File: config.mk
export PLATFORM = sky130hd
export DESIGN_NAME = sgm_path_cost_aggregation_top_flat
export DESIGN_NICKNAME = d
export VERILOG_FILES = /design/src/rtl/core/sgmpa_pkg.sv /design/src/rtl/core/sgmpa_ifs.sv /design/src/rtl/core/sgmpa_ram.sv /design/src/rtl/core/sgmpa_div.sv /design/src/rtl/core/sgmpa_queue.sv /design/src/rtl/core/sgmpa_front.sv /design/src/rtl/core/sgmpa_back.sv /design/src/rtl/core/sgm_path_cost_aggregation_top.sv /design/src/flat_wrapper.sv
export SDC_FILE = /design/constraint.sdc
export NUM_CORES = 2
export LEC_CHECK = 0
export ABC_AREA = 1
export BUFFER_PORTS_ARGS = -buffer_cell sky130_fd_sc_hd__buf_2
export CAP_MARGIN = 20
export CELL_PAD_IN_SITES_DETAIL_PLACEMENT = 0
export CELL_PAD_IN_SITES_GLOBAL_PLACEMENT = 1
export CORE_UTILIZATION = 40
export DETAILED_ROUTE_END_ITERATION = 12
export PLACE_DENSITY_LB_ADDON = 0.1
export SLEW_MARGIN = 25
export SYNTH_ARGS = -nofsm -noshare
export SYNTH_HDL_FRONTEND = slang
export SYNTH_SLANG_ARGS = --single-unit
File: constraint.sdc
create_clock -name clk -period 17.5 [get_ports clk]
set_clock_uncertainty 0.1 [all_clocks]
set_input_delay 0.875 -clock clk [delete_from_list [all_inputs] [get_ports clk]]
set_output_delay 0.875 -clock clk [all_outputs]
set_load 0.02 [all_outputs]
File: src/rtl/core/sgmpa_pkg.sv
// Shared types and constants of the SGM path cost aggregation block.
// No dependencies; every other file but sgmpa_ram refers to it by scoped names.
`default_nettype none

package sgmpa_pkg;

  // Field widths of the streams and the configuration registers
  localparam int MATCH_COST_W = 14;
  localparam int GRAY_W       = 8;
  localparam int AGG_W        = 15;
  localparam int DISP_IDX_W   = 6;
  localparam int P1_W         = 8;
  localparam int P2_W         = 10;
  localparam int DCOUNT_W     = 7;
  localparam int CFG_DATA_W   = 10;
  localparam int CFG_INDEX_W  = 2;

  // P2 divisor is |gray difference| + 1, so one bit wider than gray
  localparam int DIVISOR_W = GRAY_W + 1;

  localparam int MAX_DISPARITIES_DEF = 64;
  localparam int QUEUE_DEPTH         = 4;

  localparam logic [P1_W-1:0]     RST_PENALTY_SMALL      = P1_W'(10);
  localparam logic [P2_W-1:0]     RST_PENALTY_LARGE_BASE = P2_W'(150);
  localparam logic [DCOUNT_W-1:0] RST_DISPARITY_COUNT    = DCOUNT_W'(64);

  localparam logic [AGG_W-1:0] COST_MAX = '1;

  typedef enum logic [CFG_INDEX_W-1:0] {
    CFG_PENALTY_SMALL      = 2'd0,
    CFG_PENALTY_LARGE_BASE = 2'd1,
    CFG_DISPARITY_COUNT    = 2'd2
  } cfg_index_t;

  // One classified element as it travels from the front to the back
  typedef struct packed {
    logic [MATCH_COST_W-1:0] match_cost;
    logic                    path_start;
    logic                    pixel_last;
    logic [P2_W-1:0]         large_penalty;
  } q_entry_t;

  typedef struct packed {
    logic full;
    logic empty;
  } q_status_t;

endpackage

`default_nettype wire

File: src/rtl/core/sgmpa_ifs.sv
// Valid/ready stream interfaces for cost elements and aggregated results.
// Depends on sgmpa_pkg for field widths.
`default_nettype none

interface sgmpa_in_if;
  logic                                valid;
  logic                                ready;
  logic [sgmpa_pkg::MATCH_COST_W-1:0]  match_cost;
  logic [sgmpa_pkg::GRAY_W-1:0]        gray;
  logic                                path_start;

  modport source (output valid, output match_cost, output gray, output path_start,
                  input ready);
  modport sink   (input valid, input match_cost, input gray, input path_start,
                  output ready);
endinterface

interface sgmpa_out_if;
  logic                              valid;
  logic                              ready;
  logic [sgmpa_pkg::AGG_W-1:0]       aggregated_cost;
  logic [sgmpa_pkg::DISP_IDX_W-1:0]  disparity_index;
  logic                              pixel_done;

  modport source (output valid, output aggregated_cost, output disparity_index,
                  output pixel_done, input ready);
  modport sink   (input valid, input aggregated_cost, input disparity_index,
                  input pixel_done, output ready);
endinterface

`default_nettype wire

File: src/rtl/core/sgmpa_ram.sv
// Generic RAM: one write port, two read ports with registered read data.
// Standalone; no package dependencies.
`default_nettype none

module sgmpa_ram #(
  parameter int WIDTH = 15,
  parameter int DEPTH = 64
) (
  input  wire logic                     clk,
  input  wire logic                     we,
  input  wire logic [$clog2(DEPTH)-1:0] waddr,
  input  wire logic [WIDTH-1:0]         wdata,
  input  wire logic                     re,
  input  wire logic [$clog2(DEPTH)-1:0] raddr_a,
  input  wire logic [$clog2(DEPTH)-1:0] raddr_b,
  output logic      [WIDTH-1:0]         rdata_a,
  output logic      [WIDTH-1:0]         rdata_b
);

  logic [WIDTH-1:0] mem [DEPTH];

  always_ff @(posedge clk) begin
    if (we) begin
      mem[waddr] <= wdata;
    end
    if (re) begin
      rdata_a <= mem[raddr_a];
      rdata_b <= mem[raddr_b];
    end
  end

endmodule

`default_nettype wire

File: src/rtl/core/sgmpa_div.sv
// Restoring divider, one quotient bit per cycle, for the per-pixel P2 penalty.
// Standalone; widths default from sgmpa_pkg.
`default_nettype none

module sgmpa_div #(
  parameter int NUM_W = sgmpa_pkg::P2_W,
  parameter int DEN_W = sgmpa_pkg::DIVISOR_W
) (
  input  wire logic             clk,
  input  wire logic             rst,
  input  wire logic             start,
  input  wire logic [NUM_W-1:0] dividend,
  input  wire logic [DEN_W-1:0] divisor,
  output logic                  done,
  output logic      [NUM_W-1:0] quotient
);

  localparam int CW = $clog2(NUM_W + 1);

  logic             busy;
  logic [CW-1:0]    cnt;
  logic [DEN_W-1:0] rem;
  logic [DEN_W-1:0] den;
  logic [NUM_W-1:0] quo;
  logic [DEN_W:0]   trial;
  logic [DEN_W:0]   trial_sub;
  logic             fits;

  always_comb begin
    trial     = {rem, quo[NUM_W-1]};
    trial_sub = trial - {1'b0, den};
    fits      = trial >= {1'b0, den};
  end

  assign quotient = quo;

  always_ff @(posedge clk) begin
    if (rst) begin
      busy <= 1'b0;
      done <= 1'b0;
      cnt  <= '0;
    end else begin
      done <= 1'b0;
      if (start) begin
        busy <= 1'b1;
        cnt  <= CW'(NUM_W);
      end else if (busy) begin
        cnt <= cnt - CW'(1);
        if (cnt == CW'(1)) begin
          busy <= 1'b0;
          done <= 1'b1;
        end
      end
    end
  end

  // Dividend bits shift out of the top of quo while quotient bits shift in
  always_ff @(posedge clk) begin
    if (start) begin
      quo <= dividend;
      rem <= '0;
      den <= divisor;
    end else if (busy) begin
      if (fits) begin
        rem <= trial_sub[DEN_W-1:0];
        quo <= {quo[NUM_W-2:0], 1'b1};
      end else begin
        rem <= trial[DEN_W-1:0];
        quo <= {quo[NUM_W-2:0], 1'b0};
      end
    end
  end

endmodule

`default_nettype wire

File: src/rtl/core/sgmpa_queue.sv
// Short register FIFO between the front and back parts of the block.
// Depends on sgmpa_pkg for the status struct.
`default_nettype none

module sgmpa_queue #(
  parameter int WIDTH = 32,
  parameter int DEPTH = sgmpa_pkg::QUEUE_DEPTH
) (
  input  wire logic                 clk,
  input  wire logic                 rst,
  input  wire logic                 push,
  input  wire logic [WIDTH-1:0]     push_data,
  input  wire logic                 pop,
  output logic      [WIDTH-1:0]     head,
  output wire sgmpa_pkg::q_status_t status
);

  localparam int AW = (DEPTH > 1) ? $clog2(DEPTH) : 1;
  localparam int CW = $clog2(DEPTH + 1);

  logic [WIDTH-1:0] slots [DEPTH];
  logic [AW-1:0]    wptr;
  logic [AW-1:0]    rptr;
  logic [CW-1:0]    count;
  logic             do_push;
  logic             do_pop;

  assign status.full  = count == CW'(DEPTH);
  assign status.empty = count == '0;
  assign do_push      = push && !status.full;
  assign do_pop       = pop && !status.empty;
  assign head         = slots[rptr];

  always_ff @(posedge clk) begin
    if (rst) begin
      wptr  <= '0;
      rptr  <= '0;
      count <= '0;
    end else begin
      if (do_push) begin
        wptr <= (wptr == AW'(DEPTH - 1)) ? '0 : wptr + AW'(1);
      end
      if (do_pop) begin
        rptr <= (rptr == AW'(DEPTH - 1)) ? '0 : rptr + AW'(1);
      end
      if (do_push && !do_pop) begin
        count <= count + CW'(1);
      end else if (do_pop && !do_push) begin
        count <= count - CW'(1);
      end
    end
  end

  always_ff @(posedge clk) begin
    if (do_push) begin
      slots[wptr] <= push_data;
    end
  end

endmodule

`default_nettype wire

File: src/rtl/core/sgmpa_front.sv
// Front part: accepts cost elements, tracks the disparity offset, computes P2
// once per pixel through sgmpa_div and pushes classified elements to the queue.
`default_nettype none

module sgmpa_front #(
  parameter int MAX_DISPARITIES = sgmpa_pkg::MAX_DISPARITIES_DEF
) (
  input  wire logic                                  clk,
  input  wire logic                                  rst,
  sgmpa_in_if.sink                                   cost_in,
  input  wire logic [sgmpa_pkg::P2_W-1:0]            penalty_large_base,
  input  wire logic [$clog2(MAX_DISPARITIES+1)-1:0]  active_count,
  input  wire sgmpa_pkg::q_status_t                  q_status,
  output logic                                       push,
  output logic      [$clog2(MAX_DISPARITIES)-1:0]    push_d,
  output sgmpa_pkg::q_entry_t                        push_entry
);

  localparam int DW = $clog2(MAX_DISPARITIES);
  localparam int NW = $clog2(MAX_DISPARITIES + 1);

  typedef enum logic [2:0] {
    ST_ACCEPT = 3'b001,
    ST_DIVIDE = 3'b010,
    ST_PUSH   = 3'b100
  } state_t;

  state_t                                  state;
  logic [DW-1:0]                           counter;
  logic [sgmpa_pkg::GRAY_W-1:0]            prev_gray;
  logic [sgmpa_pkg::P2_W-1:0]              large_penalty;
  logic [sgmpa_pkg::MATCH_COST_W-1:0]      hold_cost;
  logic                                    hold_start;
  logic                                    hold_last;

  logic                                    accept;
  logic                                    is_first;
  logic                                    last_now;
  logic [sgmpa_pkg::GRAY_W-1:0]            gray_diff;
  logic [sgmpa_pkg::DIVISOR_W-1:0]         divisor;
  logic                                    div_done;
  logic [sgmpa_pkg::P2_W-1:0]              quotient;

  assign cost_in.ready = (state == ST_ACCEPT) && !q_status.full;
  assign accept        = cost_in.valid && cost_in.ready;
  assign is_first      = counter == '0;
  assign last_now      = (NW'(counter) + NW'(1)) >= active_count;

  always_comb begin
    if (cost_in.gray >= prev_gray) begin
      gray_diff = cost_in.gray - prev_gray;
    end else begin
      gray_diff = prev_gray - cost_in.gray;
    end
    divisor = sgmpa_pkg::DIVISOR_W'(gray_diff) + sgmpa_pkg::DIVISOR_W'(1);
  end

  sgmpa_div #(
    .NUM_W (sgmpa_pkg::P2_W),
    .DEN_W (sgmpa_pkg::DIVISOR_W)
  ) u_div (
    .clk      (clk),
    .rst      (rst),
    .start    (accept && is_first),
    .dividend (penalty_large_base),
    .divisor  (divisor),
    .done     (div_done),
    .quotient (quotient)
  );

  // The first element of a pixel waits in the hold registers for its P2
  always_comb begin
    if (state == ST_PUSH) begin
      push                     = !q_status.full;
      push_d                   = '0;
      push_entry.match_cost    = hold_cost;
      push_entry.path_start    = hold_start;
      push_entry.pixel_last    = hold_last;
    end else begin
      push                     = accept && !is_first;
      push_d                   = counter;
      push_entry.match_cost    = cost_in.match_cost;
      push_entry.path_start    = cost_in.path_start;
      push_entry.pixel_last    = last_now;
    end
    push_entry.large_penalty = large_penalty;
  end

  always_ff @(posedge clk) begin
    if (rst) begin
      state         <= ST_ACCEPT;
      counter       <= '0;
      prev_gray     <= '0;
      large_penalty <= '0;
    end else begin
      case (state)
        ST_ACCEPT: begin
          if (accept) begin
            counter <= last_now ? '0 : counter + DW'(1);
            if (is_first) begin
              prev_gray <= cost_in.gray;
              state     <= ST_DIVIDE;
            end
          end
        end
        ST_DIVIDE: begin
          if (div_done) begin
            large_penalty <= quotient;
            state         <= ST_PUSH;
          end
        end
        ST_PUSH: begin
          if (!q_status.full) begin
            state <= ST_ACCEPT;
          end
        end
        default: begin
          state <= ST_ACCEPT;
        end
      endcase
    end
  end

  always_ff @(posedge clk) begin
    if (accept && is_first) begin
      hold_cost  <= cost_in.match_cost;
      hold_start <= cost_in.path_start;
      hold_last  <= last_now;
    end
  end

endmodule

`default_nettype wire

File: src/rtl/core/sgmpa_back.sv
// Back part: reads the previous pixel's costs, forms the path minimum and the
// aggregated cost, writes it back and registers the result for the output.
// Depends on sgmpa_pkg, sgmpa_ifs and sgmpa_ram.
`default_nettype none

module sgmpa_back #(
  parameter int MAX_DISPARITIES = sgmpa_pkg::MAX_DISPARITIES_DEF
) (
  input  wire logic                                clk,
  input  wire logic                                rst,
  input  wire logic [sgmpa_pkg::P1_W-1:0]          penalty_small,
  input  wire sgmpa_pkg::q_status_t                q_status,
  input  wire logic [$clog2(MAX_DISPARITIES)-1:0]  head_d,
  input  wire sgmpa_pkg::q_entry_t                 head_entry,
  output logic                                     pop,
  sgmpa_out_if.source                              result_out
);

  localparam int DW = $clog2(MAX_DISPARITIES);
  localparam int CW = sgmpa_pkg::AGG_W;
  localparam int MW = CW + 1;
  localparam int SW = MW + 1;

  // Stage 1: RAM read in flight
  logic                 s1_valid;
  logic [DW-1:0]        s1_d;
  sgmpa_pkg::q_entry_t  s1_entry;
  // Stage 2: minimum term registered
  logic                 s2_valid;
  logic [DW-1:0]        s2_d;
  sgmpa_pkg::q_entry_t  s2_entry;
  logic [MW-1:0]        s2_m;
  // Output register
  logic                 out_valid;
  logic [CW-1:0]        out_cost;
  logic [DW-1:0]        out_d;
  logic                 out_done;

  logic [CW-1:0]        left_hold;
  logic [CW-1:0]        prev_min;
  logic [CW-1:0]        running_min;

  logic [CW-1:0]        rd_cur;
  logic [CW-1:0]        rd_right;
  logic [DW-1:0]        raddr_b;

  logic                 out_free;
  logic                 s2_adv;
  logic                 s1_adv;
  logic                 s1_free;
  logic                 head_ok;

  logic [MW-1:0]        cand_left;
  logic [MW-1:0]        cand_right;
  logic [MW-1:0]        cand_p2;
  logic [MW-1:0]        m;

  logic [SW-1:0]        sum;
  logic [SW-1:0]        pm_ext;
  logic [SW-1:0]        diff;
  logic [CW-1:0]        result;
  logic [CW-1:0]        run_next;

  // A new pixel starts only once the previous one has fully committed
  assign out_free = !out_valid || result_out.ready;
  assign s2_adv   = s2_valid && out_free;
  assign s1_adv   = s1_valid && (!s2_valid || s2_adv);
  assign s1_free  = !s1_valid || s1_adv;
  assign head_ok  = !q_status.empty && ((head_d != '0) || (!s1_valid && !s2_valid));
  assign pop      = head_ok && s1_free;
  assign raddr_b  = head_entry.pixel_last ? head_d : head_d + DW'(1);

  sgmpa_ram #(
    .WIDTH (CW),
    .DEPTH (MAX_DISPARITIES)
  ) u_path_costs (
    .clk     (clk),
    .we      (s2_adv),
    .waddr   (s2_d),
    .wdata   (result),
    .re      (pop),
    .raddr_a (head_d),
    .raddr_b (raddr_b),
    .rdata_a (rd_cur),
    .rdata_b (rd_right)
  );

  always_comb begin
    cand_left  = {1'b0, left_hold} + MW'(penalty_small);
    cand_right = {1'b0, rd_right} + MW'(penalty_small);
    cand_p2    = {1'b0, prev_min} + MW'(s1_entry.large_penalty);
    m          = {1'b0, rd_cur};
    if ((s1_d != '0) && (cand_left < m)) begin
      m = cand_left;
    end
    if (!s1_entry.pixel_last && (cand_right < m)) begin
      m = cand_right;
    end
    if (cand_p2 < m) begin
      m = cand_p2;
    end
  end

  // Path starts pass their cost through; else saturate to 0 below, ceiling above
  always_comb begin
    sum    = SW'(s2_entry.match_cost) + SW'(s2_m);
    pm_ext = SW'(prev_min);
    diff   = sum - pm_ext;
    if (s2_entry.path_start) begin
      result = CW'(s2_entry.match_cost);
    end else if (sum <= pm_ext) begin
      result = '0;
    end else if (diff > SW'(sgmpa_pkg::COST_MAX)) begin
      result = sgmpa_pkg::COST_MAX;
    end else begin
      result = diff[CW-1:0];
    end
    run_next = (result < running_min) ? result : running_min;
  end

  always_ff @(posedge clk) begin
    if (rst) begin
      s1_valid    <= 1'b0;
      s2_valid    <= 1'b0;
      out_valid   <= 1'b0;
      left_hold   <= '0;
      prev_min    <= sgmpa_pkg::COST_MAX;
      running_min <= sgmpa_pkg::COST_MAX;
    end else begin
      if (s1_free) begin
        s1_valid <= pop;
      end
      if (!s2_valid || s2_adv) begin
        s2_valid <= s1_adv;
      end
      if (out_free) begin
        out_valid <= s2_valid;
      end
      if (s1_adv) begin
        left_hold <= rd_cur;
      end
      if (s2_adv) begin
        if (s2_entry.pixel_last) begin
          prev_min    <= run_next;
          running_min <= sgmpa_pkg::COST_MAX;
        end else begin
          running_min <= run_next;
        end
      end
    end
  end

  always_ff @(posedge clk) begin
    if (pop) begin
      s1_d     <= head_d;
      s1_entry <= head_entry;
    end
    if (s1_adv) begin
      s2_d     <= s1_d;
      s2_entry <= s1_entry;
      s2_m     <= m;
    end
    if (s2_adv) begin
      out_cost <= result;
      out_d    <= s2_d;
      out_done <= s2_entry.pixel_last;
    end
  end

  assign result_out.valid           = out_valid;
  assign result_out.aggregated_cost = out_cost;
  assign result_out.disparity_index = sgmpa_pkg::DISP_IDX_W'(out_d);
  assign result_out.pixel_done      = out_done;

endmodule

`default_nettype wire

File: src/rtl/core/sgm_path_cost_aggregation_top.sv
// SGM path cost aggregation along one scan path: top level with config registers.
// Depends on sgmpa_pkg, sgmpa_ifs, sgmpa_front, sgmpa_queue and sgmpa_back.
//
// Feed matching costs one disparity per transfer, offsets 0 to N-1 of a pixel
// in order, pixel after pixel along the path; the scan direction is set by the
// feed order alone. Each accepted element yields exactly one result transfer:
// Lr = C + min(L[d], L[d-1]+P1, L[d+1]+P1, prevMin+P2) - prevMin, saturated
// to 0..32767, with the disparity offset and a flag on the pixel's last offset.
// Mark every element of a path's first pixel with path_start; those pass their
// cost through. P2 = penalty_large_base / (|gray - previous gray| + 1) is taken
// once per pixel on offset 0 by a bit-serial divider in the front part, which
// stalls input on that element; the remaining offsets enter at one per cycle
// while the queue has room. The back part works through a three-stage pipeline
// (path cost RAM read, minimum, final sum) behind a 4-entry queue and holds
// offset 0 of each pixel until the previous pixel has committed.
// Path cost memory holds no reset;
// entries are only meaningful after a path_start pixel has written them.
// Write configuration only while no element is in flight.
`default_nettype none

module sgm_path_cost_aggregation_top #(
  parameter int MAX_DISPARITIES = sgmpa_pkg::MAX_DISPARITIES_DEF
) (
  input  wire logic                                 clk,
  input  wire logic                                 rst,
  input  wire logic                                 cfg_we,
  input  wire logic [sgmpa_pkg::CFG_INDEX_W-1:0]    cfg_index,
  input  wire logic [sgmpa_pkg::CFG_DATA_W-1:0]     cfg_data,
  sgmpa_in_if.sink                                  cost_in,
  sgmpa_out_if.source                               result_out
);

  localparam int DW  = $clog2(MAX_DISPARITIES);
  localparam int NW  = $clog2(MAX_DISPARITIES + 1);
  localparam int XW  = (NW > sgmpa_pkg::DCOUNT_W) ? NW : sgmpa_pkg::DCOUNT_W;
  localparam int QW  = DW + $bits(sgmpa_pkg::q_entry_t);

  // Configuration registers
  logic [sgmpa_pkg::P1_W-1:0]      penalty_small;
  logic [sgmpa_pkg::P2_W-1:0]      penalty_large_base;
  logic [sgmpa_pkg::DCOUNT_W-1:0]  disparity_count;
  logic [XW-1:0]                   dcount_ext;
  logic [NW-1:0]                   active_count;

  // Front to queue to back
  logic                            q_push;
  logic [DW-1:0]                   push_d;
  sgmpa_pkg::q_entry_t             push_entry;
  logic                            q_pop;
  logic [QW-1:0]                   q_head;
  sgmpa_pkg::q_status_t            q_status;
  logic [DW-1:0]                   head_d;
  sgmpa_pkg::q_entry_t             head_entry;

  // Unknown indexes are dropped
  always_ff @(posedge clk) begin
    if (rst) begin
      penalty_small      <= sgmpa_pkg::RST_PENALTY_SMALL;
      penalty_large_base <= sgmpa_pkg::RST_PENALTY_LARGE_BASE;
      disparity_count    <= sgmpa_pkg::RST_DISPARITY_COUNT;
    end else if (cfg_we) begin
      case (sgmpa_pkg::cfg_index_t'(cfg_index))
        sgmpa_pkg::CFG_PENALTY_SMALL: begin
          penalty_small <= cfg_data[sgmpa_pkg::P1_W-1:0];
        end
        sgmpa_pkg::CFG_PENALTY_LARGE_BASE: begin
          penalty_large_base <= cfg_data[sgmpa_pkg::P2_W-1:0];
        end
        sgmpa_pkg::CFG_DISPARITY_COUNT: begin
          disparity_count <= cfg_data[sgmpa_pkg::DCOUNT_W-1:0];
        end
        default: begin
        end
      endcase
    end
  end

  // Clamp the count in use to 1..MAX_DISPARITIES
  always_comb begin
    dcount_ext = XW'(disparity_count);
    if (dcount_ext == '0) begin
      active_count = NW'(1);
    end else if (dcount_ext > XW'(MAX_DISPARITIES)) begin
      active_count = NW'(MAX_DISPARITIES);
    end else begin
      active_count = NW'(dcount_ext);
    end
  end

  sgmpa_front #(
    .MAX_DISPARITIES (MAX_DISPARITIES)
  ) u_front (
    .clk                (clk),
    .rst                (rst),
    .cost_in            (cost_in),
    .penalty_large_base (penalty_large_base),
    .active_count       (active_count),
    .q_status           (q_status),
    .push               (q_push),
    .push_d             (push_d),
    .push_entry         (push_entry)
  );

  sgmpa_queue #(
    .WIDTH (QW),
    .DEPTH (sgmpa_pkg::QUEUE_DEPTH)
  ) u_queue (
    .clk       (clk),
    .rst       (rst),
    .push      (q_push),
    .push_data ({push_d, push_entry}),
    .pop       (q_pop),
    .head      (q_head),
    .status    (q_status)
  );

  assign head_d     = q_head[QW-1 -: DW];
  assign head_entry = q_head[$bits(sgmpa_pkg::q_entry_t)-1:0];

  sgmpa_back #(
    .MAX_DISPARITIES (MAX_DISPARITIES)
  ) u_back (
    .clk           (clk),
    .rst           (rst),
    .penalty_small (penalty_small),
    .q_status      (q_status),
    .head_d        (head_d),
    .head_entry    (head_entry),
    .pop           (q_pop),
    .result_out    (result_out)
  );

  // The front never pushes into a full queue and the back never pops an empty one
  a_no_overflow: assert property (@(posedge clk) disable iff (rst)
    q_push |-> !q_status.full)
    else $error("queue push while full");

  a_no_underflow: assert property (@(posedge clk) disable iff (rst)
    q_pop |-> !q_status.empty)
    else $error("queue pop while empty");

  // Input ready is raised only when an element can be placed in the queue
  a_ready_has_room: assert property (@(posedge clk) disable iff (rst)
    cost_in.ready |-> !q_status.full)
    else $error("input ready while queue full");

endmodule

`default_nettype wire

File: src/flat_wrapper.sv
// flat-port wrapper written by rule: the top's interface ports become plain ports
module sgm_path_cost_aggregation_top_flat 
#(
  parameter int MAX_DISPARITIES = sgmpa_pkg::MAX_DISPARITIES_DEF
)
  (clk, rst, cfg_we, cfg_index, cfg_data, cost_in_valid, cost_in_match_cost, cost_in_gray, cost_in_path_start, cost_in_ready, result_out_valid, result_out_aggregated_cost, result_out_disparity_index, result_out_pixel_done, result_out_ready);
  sgmpa_in_if cost_in_i ();
  sgmpa_out_if result_out_i ();
  input  wire logic clk;
  input  wire logic rst;
  input  wire logic cfg_we;
  input  wire logic [sgmpa_pkg::CFG_INDEX_W-1:0] cfg_index;
  input  wire logic [sgmpa_pkg::CFG_DATA_W-1:0] cfg_data;
  input wire logic [$bits(cost_in_i.valid)-1:0] cost_in_valid;
  input wire logic [$bits(cost_in_i.match_cost)-1:0] cost_in_match_cost;
  input wire logic [$bits(cost_in_i.gray)-1:0] cost_in_gray;
  input wire logic [$bits(cost_in_i.path_start)-1:0] cost_in_path_start;
  output wire logic [$bits(cost_in_i.ready)-1:0] cost_in_ready;
  output wire logic [$bits(result_out_i.valid)-1:0] result_out_valid;
  output wire logic [$bits(result_out_i.aggregated_cost)-1:0] result_out_aggregated_cost;
  output wire logic [$bits(result_out_i.disparity_index)-1:0] result_out_disparity_index;
  output wire logic [$bits(result_out_i.pixel_done)-1:0] result_out_pixel_done;
  input wire logic [$bits(result_out_i.ready)-1:0] result_out_ready;
  assign cost_in_i.valid = cost_in_valid;
  assign cost_in_i.match_cost = cost_in_match_cost;
  assign cost_in_i.gray = cost_in_gray;
  assign cost_in_i.path_start = cost_in_path_start;
  assign cost_in_ready = cost_in_i.ready;
  assign result_out_valid = result_out_i.valid;
  assign result_out_aggregated_cost = result_out_i.aggregated_cost;
  assign result_out_disparity_index = result_out_i.disparity_index;
  assign result_out_pixel_done = result_out_i.pixel_done;
  assign result_out_i.ready = result_out_ready;
  sgm_path_cost_aggregation_top #(.MAX_DISPARITIES(MAX_DISPARITIES)) u_core (.clk(clk), .rst(rst), .cfg_we(cfg_we), .cfg_index(cfg_index), .cfg_data(cfg_data), .cost_in(cost_in_i), .result_out(result_out_i));
endmodule
Word-level counts from Yosys, hierarchy flattened
Memories as Yosys holds them, arrays and structs flattened. A register that Yosys moved wholly into a read port is not among the register bits.
Index checks and enable logic that the tools add are counted.
W data, S select, Z words.
{"block": "totals", "register_bits": 249, "ram_bits": 1088, "in_bits": 40, "out_inout_bits": 24, "wordCells": 169, "memories": 2}
{"block": "classes", "n_addsub": 17, "order_cmp": 10, "n_eq_ne": 13, "muxes": 41, "bitwise_logic": 1, "n_reduce_logical": 46}
{"name": "u_core.u_back.u_path_costs.mem", "depth": 64, "width": 15, "rd": 2, "rd_clocked_by_memory_dff": 2, "write_ports": 1, "line_no": "sgmpa_ram.sv:20", "source": "logic [WIDTH-1:0] mem [DEPTH];"}
{"name": "u_core.u_queue.slots", "depth": 4, "width": 32, "rd": 1, "rd_clocked_by_memory_dff": 1, "write_ports": 1, "line_no": "sgmpa_queue.sv:21", "source": "logic [WIDTH-1:0] slots [DEPTH];"}
{"cell": "$mux W15", "count": 5}
{"cell": "$mux W16", "count": 4}
{"cell": "$add A15 B8 Y16", "count": 2}
{"cell": "$lt A16 B16 Y1", "count": 2}
{"cell": "$mux W10", "count": 2}
{"cell": "$mux W3", "count": 6}
{"cell": "$mux W6", "count": 3}
{"cell": "$add A14 B16 Y17", "count": 1}
{"cell": "$gt A17 B15 Y1 const B", "count": 1}
{"cell": "$le A17 B15 Y1", "count": 1}
{"cell": "$sub A17 B15 Y17", "count": 1}
{"cell": "$add A15 B10 Y16", "count": 1}
{"cell": "$lt A16 B15 Y1", "count": 1}
{"cell": "$sub A8 B8 Y8", "count": 2}
{"cell": "$logic_and A1 B1 Y1", "count": 15}
{"cell": "$lt A15 B15 Y1", "count": 1}
{"cell": "$mux W7", "count": 2}
{"cell": "$add A6 B1 Y6 const B", "count": 2}
{"cell": "$reduce_and A2 Y1", "count": 6}
{"cell": "$reduce_bool A6 Y1", "count": 2}
{"cell": "$ge A10 B9 Y1", "count": 1}
{"cell": "$mux W1", "count": 10}
{"cell": "$add A8 B1 Y9 const B", "count": 1}
{"cell": "$logic_not A1 Y1", "count": 9}
{"cell": "other kinds (33)", "count": 47}

Logic depth before layout (Yosys ltp)
{"block": "depth", "depth_word": 11, "mapped_depth": 47}

By module
From an unflattened synthesis, not the netlist that was laid out.
{"block": "unflattened", "hier_cells": 7965, "area_unflattened_um2": 70885.5}
{"mod": "sgmpa_ram", "instances": 1, "cells_each": 5558, "area_each_um2": 49682.6}
{"mod": "sgmpa_back", "instances": 1, "cells_each": 1203, "area_each_um2": 9813.2}
{"mod": "sgmpa_queue", "instances": 1, "cells_each": 380, "area_each_um2": 5278.8}
{"mod": "sgmpa_front", "instances": 1, "cells_each": 440, "area_each_um2": 3103.0}
{"mod": "sgmpa_div", "instances": 1, "cells_each": 238, "area_each_um2": 1903.1}
{"mod": "sgm_path_cost_aggregation_top", "instances": 1, "cells_each": 146, "area_each_um2": 1104.8}

Least setup slack after synthesis
OpenSTA, ideal clock, no wires.
{"block": "synth_path", "path_kind": "register to register", "startpoint": "register u_core.penalty_small[0] (netlist name)", "endpoint": "register u_core.u_back.s2_m[13], data pin", "t_arrival_ns": 6.347, "slack_ns": 10.801, "path_stages_with_launch": 43, "path_buffers": 4, "path_cell_list": "dfxtp_1 ha_1 fa_1 nand3_1 nand2_1 a21oi_1 o21bai_1 a21oi_1 o21bai_1 nand2_1 nor3_1 nand2_1 xor2_1 ha_1 inv_1 o211ai_1 nor2_1 nand2_1 [7 not listed] o21ai_0 nand3_1 a21oi_1 a2111oi_0 nand2_2 clkbuf_1 nand2_1 o21ai_0 ha_1 nand2_1 inv_1 nand3_1 a31oi_1 a2111oi_2 nand2_4 buf_6 nand2_1 nand2_1"}
{"block": "synth_via", "elab_chain_cells": 9}
{"element": "start, declared", "line_no": "sgm_path_cost_aggregation_top.sv:39", "source": "logic [sgmpa_pkg::P1_W-1:0] penalty_small;"}
{"element": "start signal, assigned", "line_no": "sgm_path_cost_aggregation_top.sv:58", "source": "penalty_small <= sgmpa_pkg::RST_PENALTY_SMALL;"}
{"element": "start signal, assigned", "line_no": "sgm_path_cost_aggregation_top.sv:64", "source": "penalty_small <= cfg_data[sgmpa_pkg::P1_W-1:0];"}
{"element": "$add A15 B8 Y16", "line_no": "sgmpa_back.sv:89", "source": "cand_left = {1'b0, left_hold} + MW'(penalty_small);"}
{"element": "$lt A16 B15 Y1", "line_no": "sgmpa_back.sv:93", "source": "if ((s1_d != '0) && (cand_left < m)) begin"}
{"element": "$logic_and A1 B1 Y1", "line_no": "sgmpa_back.sv:93"}
{"element": "$mux W16", "line_no": "sgmpa_back.sv:93"}
{"element": "$lt A16 B16 Y1", "line_no": "sgmpa_back.sv:96", "source": "if (!s1_entry.pixel_last && (cand_right < m)) begin"}
{"element": "$logic_and A1 B1 Y1", "line_no": "sgmpa_back.sv:96"}
{"element": "$mux W16 *", "line_no": "sgmpa_back.sv:96"}
{"element": "$lt A16 B16 Y1", "line_no": "sgmpa_back.sv:99", "source": "if (cand_p2 < m) begin"}
{"element": "$mux W16 *", "line_no": "sgmpa_back.sv:99"}
{"element": "named net u_core.u_back.m[13]", "line_no": "sgmpa_back.sv:56", "source": "logic [MW-1:0] m;"}
{"element": "end signal, assigned", "line_no": "sgmpa_back.sv:161", "source": "s2_m <= m;"}
{"element": "end, declared", "line_no": "sgmpa_back.sv:32", "source": "logic [MW-1:0] s2_m;"}
Mark *: on every way through the listed nets, which the timed path passes. The rest lies on a longest branch.
A chain may end at the register's enable or synchronous reset.

Worst setup path in the final report
Ends and elaborated chain as after synthesis.

==> results.cfg <==
[status]
run_status = completed

[synthesis]
syn-mean-instance-area_um2 = 9.96
ys_seq_area_share_pct = 59.1
netlist-cell-type-count = 68
yosys_most_used_dff = sky130_fd_sc_hd__edfxtp_1
mappedNetlistNets = 6978
postSynthRegisterBits = 1369
synth_edf_count = 1245
synth.yosys.warnings = 0
syn_inst = 6772
netlist_area_mm2 = 0.0674
synthArstFlopShare_pct = 0

[placed_design]
hpwl_um = 144000
io_buffers = 63
globalplace.congestion = 0.859

[worst_setup_path]
critPathKind = reg2reg
critical-path-slowest-cell = sky130_fd_sc_hd__a2111oi_0
worstPathRequired_ps = 17950
cp_common_cell = sky130_fd_sc_hd__nand2_1
regToRegSetupSlack_ps = 9750
worst-endpoint-arrival_ps = 8200
critical_path.endpoint = u_core.u_back.s2_m[13]
regToRegStartpoint = u_core.penalty_small[0]
rr_worst_depth = 39
reg2reg_capture_point = u_core.u_back.s2_m[13]
critical_path.endpoint_type = register
start_kind = register
crit_path_max_fanout = 29
crit_path_start = u_core.penalty_small[0]
timing.critical_path.slowest_cell_delay_ps = 570

[global_route]
grtUsageTotal_pct = 27.6
grt_antenna_before_repair = 9
overflow = 0
grt_pass1_wl_um = 345000
grt_start_max_net_pins = 193
grt_pass1_vias = 49700

[die]
num_rows = 150
floorplan.die_area_mm2 = 0.170
area_of_the_placeable_core_mm2 = 0.167
die-width_um = 413
starting_density_pct = 40.3
chipHeight_um = 413
ioPinCount = 64

[routing]
ant_nets = 0
post-route-drc-count = 0
first_iter_violations = 5701
avgViaCountPerCell = 5.85
wl_per_cell_um = 26.3
drt_first_pass_iters = 6
via_count = 52900
routed_wl_um = 238000

[cts]
cts_buffers = 159
cts_hold_buf = 0
clock_pin_transition_on_the_worst_setup_and_hold_timing_paths_ps = 60
ctsRootBufferMaster = sky130_fd_sc_hd__clkbuf_16
cts.repair.resized = 0
clock_insertion_delay_worst_skew_ps = 820
tritoncts_num_sinks = 1369
cts_tree = done
deepest_level_of_the_cts_h_tree = 4
buffers_inserted_by_post_cts_timing_repair = 0
ctsLongestPathBuffers = 3

[run]
cap_viol_max_count = 0

[hold_path]
timing.hold.worst.start = cost_in_match_cost[2]
hold_path_class = in2reg

[cells_and_area]
final.fill_count = 15700
area.growth.synth_to_final_pct = 11.9
drive_above_1_share_pct = 8.30
final_net_count = 6912

[timing]
report.final.hold_viol_count = 0
timing.final.max_slew_violations = 0
setup_viol = 0
final.setup.tns_ps = 0
period_share_pct = 44.3
final_critical_path_required_period_ps = 7750
maxSlewHeadroom_pct = 17.5
holdWs_ps = 156
actual_transition_at_the_worst_max_transition_pin_ps = 1240
highest_clock_rate_ghz = 0.129
setup_repair_after_global_routing_missed_its_margin = no
## routing by layer
layer	up-vias	share of wire (%)	track usage [%]
li1	24300	-	-
met1	26000	44	39.2
met4	2	3.7	10.2
met5	-	0.0042	0
met3	406	6.9	3.57
met2	2201	45	43.1
## kinds of logic (layout without fill, tap and decap cells)
logic type | Yosys count | count (layout) | synth area share, %
flip-flops | 1369 | 1369 | 59.1
other | 1 | 3 | 0.00556
AND/OR/NAND/NOR | 1987 | 1987 | 11.9
AO/OA/AOI/OAI | 2212 | 2212 | 19.2
XOR/XNOR | 88 | 88 | 1.15
adder cells (fa/ha/maj) | 166 | 166 | 3.18
buffers and inverters | 944 | 1012 | 5.43
multiplexers | 5 | 5 | 0.0761
## sequential cells by signal (all words and copies together), names as in the netlist, 8 cells and up, named ones only
signal / flops
u_core.u_back.u_path_costs.mem: 960
u_core.u_queue.slots: 128
u_core.u_back.s1_entry: 26
u_core.u_back.s2_entry: 16
u_core.u_back.s2_m: 16
u_core.u_back.left_hold: 15
u_core.u_back.prev_min: 15
u_core.u_back.result_out.aggregated_cost: 15
u_core.u_back.running_min: 15
u_core.u_back.u_path_costs.rdata_a: 15
u_core.u_back.u_path_costs.rdata_b: 15
u_core.u_front.hold_cost: 14
u_core.penalty_large_base: 10
u_core.u_front.large_penalty: 10
u_core.u_front.u_div.quotient: 10
u_core.u_front.u_div.den: 9
u_core.u_front.u_div.rem: 9
u_core.penalty_small: 8
u_core.u_front.prev_gray: 8
## worst min path at each step
| stage | endpoint | slack [ps] | cells past startpoint |
|---|---|---|---|
| after CTS | u_core.u_front.hold_cost[12] | 100 | 1 |
| after detailed placement | u_core.u_back.s2_entry[15] | 300 | 0 |
| after global routing | u_core.u_front.hold_cost[2] | 130 | 1 |
| after global placement | u_core.u_back.s2_entry[22] | 310 | 0 |
| final | u_core.u_front.hold_cost[2] | 160 | 1 |
| after floorplan | u_core.u_back.s2_entry[11] | 300 | 0 |
## worst max-delay path: cells and delay by family, from the launching register on
family / cells / cell delay [ps]
AND/OR/NAND/NOR: 15 / 2110
adder cells (fa/ha/maj): 5 / 1330
flip-flops: 1 / 360
buffers and inverters: 5 / 720
AO/OA/AOI/OAI: 13 / 2650
XOR/XNOR: 1 / 200
## synth_stat cells, types with 5 or more instances
cell	number	area [um2]
sky130_fd_sc_hd__clkbuf_1	330	1240
sky130_fd_sc_hd__clkinv_1	5	18.8
sky130_fd_sc_hd__nor2_1	870	3270
sky130_fd_sc_hd__o311ai_1	8	70.1
sky130_fd_sc_hd__o221ai_1	88	771
sky130_fd_sc_hd__a2111oi_0	9	78.8
sky130_fd_sc_hd__or2_2	13	81.3
sky130_fd_sc_hd__inv_2	9	33.8
sky130_fd_sc_hd__xnor2_1	27	236
sky130_fd_sc_hd__o211ai_1	207	1550
sky130_fd_sc_hd__o2111ai_1	7	61.3
sky130_fd_sc_hd__nand4_1	17	106
sky130_fd_sc_hd__o31ai_1	12	90.1
sky130_fd_sc_hd__o22ai_1	157	982
sky130_fd_sc_hd__o21ai_1	16	80.1
sky130_fd_sc_hd__a22oi_1	20	150
sky130_fd_sc_hd__o21bai_1	11	82.6
sky130_fd_sc_hd__a21oi_1	407	2040
sky130_fd_sc_hd__o32ai_1	22	193
sky130_fd_sc_hd__edfxtp_1	1245	37400
sky130_fd_sc_hd__nand2_1	762	2860
sky130_fd_sc_hd__o21ai_0	1087	5440
sky130_fd_sc_hd__nor3_1	36	180
sky130_fd_sc_hd__fa_1	9	180
sky130_fd_sc_hd__buf_1	43	161
sky130_fd_sc_hd__o311ai_0	28	245
sky130_fd_sc_hd__a211oi_1	20	150
sky130_fd_sc_hd__xor2_1	60	526
sky130_fd_sc_hd__inv_1	476	1790
sky130_fd_sc_hd__a31oi_1	32	200
sky130_fd_sc_hd__nand2_2	6	37.5
sky130_fd_sc_hd__a32oi_1	7	61.3
sky130_fd_sc_hd__a221oi_1	17	149
sky130_fd_sc_hd__nand3_1	263	1320
sky130_fd_sc_hd__o21a_1	27	203
sky130_fd_sc_hd__dfxtp_1	124	2480
sky130_fd_sc_hd__a22o_1	5	43.8
sky130_fd_sc_hd__ha_1	157	1960
sky130_fd_sc_hd__buf_2	76	380
## final cells by class
type | count | area (um2) | area share, %
sequential | 1369 | 39900 | 52.8
multi-input combinational | 4459 | 24200 | 32.1
clock buffer | 210 | 4360 | 5.77
tap | 2204 | 2760 | 3.65
inverter | 490 | 1870 | 2.48
timing repair buffer | 227 | 1650 | 2.18
clock inverter | 85 | 759 | 1.01
antenna | 2 | 5.00 | 0.00663
## cell usage in the layout, fill, tap and decap left out, drive strengths merged, types with 4 or more instances in the layout
cell type / instances
clkinv: 67
xnor2: 27
o211ai: 207
nand2: 772
o221ai: 88
or2: 13
a22o: 5
a31oi: 33
nor2: 875
a2111oi: 11
o21a: 27
o21bai: 11
clkbuf: 210
nand4: 17
buf: 227
a22oi: 20
nor3: 36
xor2: 61
clkinvlp: 6
o31ai: 12
o2111ai: 7
a21oi: 411
dfxtp: 124
inv: 492
a32oi: 11
edfxtp: 1245
o311ai: 36
o22ai: 157
a211oi: 21
a221oi: 18
o21ai: 1105
o32ai: 22
nand3: 263
fa: 9
ha: 157
bufinv: 10
mux2i: 4
## through the flow
step                      util, %  cell area [um2]  instances  setup slack [ps]
after floorplan                 -            67400       6772             10800
after global placement       42.0            70300       8749              9830
after detailed placement     42.1            70300       8749              9800
after CTS                    45.1            75400       9044              9770
after global routing         45.1            75400       9044              8790
final                        45.1            75400       9046              9750
Power is left out: the tool's default activity adds up to more than one toggle a clock period on the data nets, which glitch-free logic cannot reach.
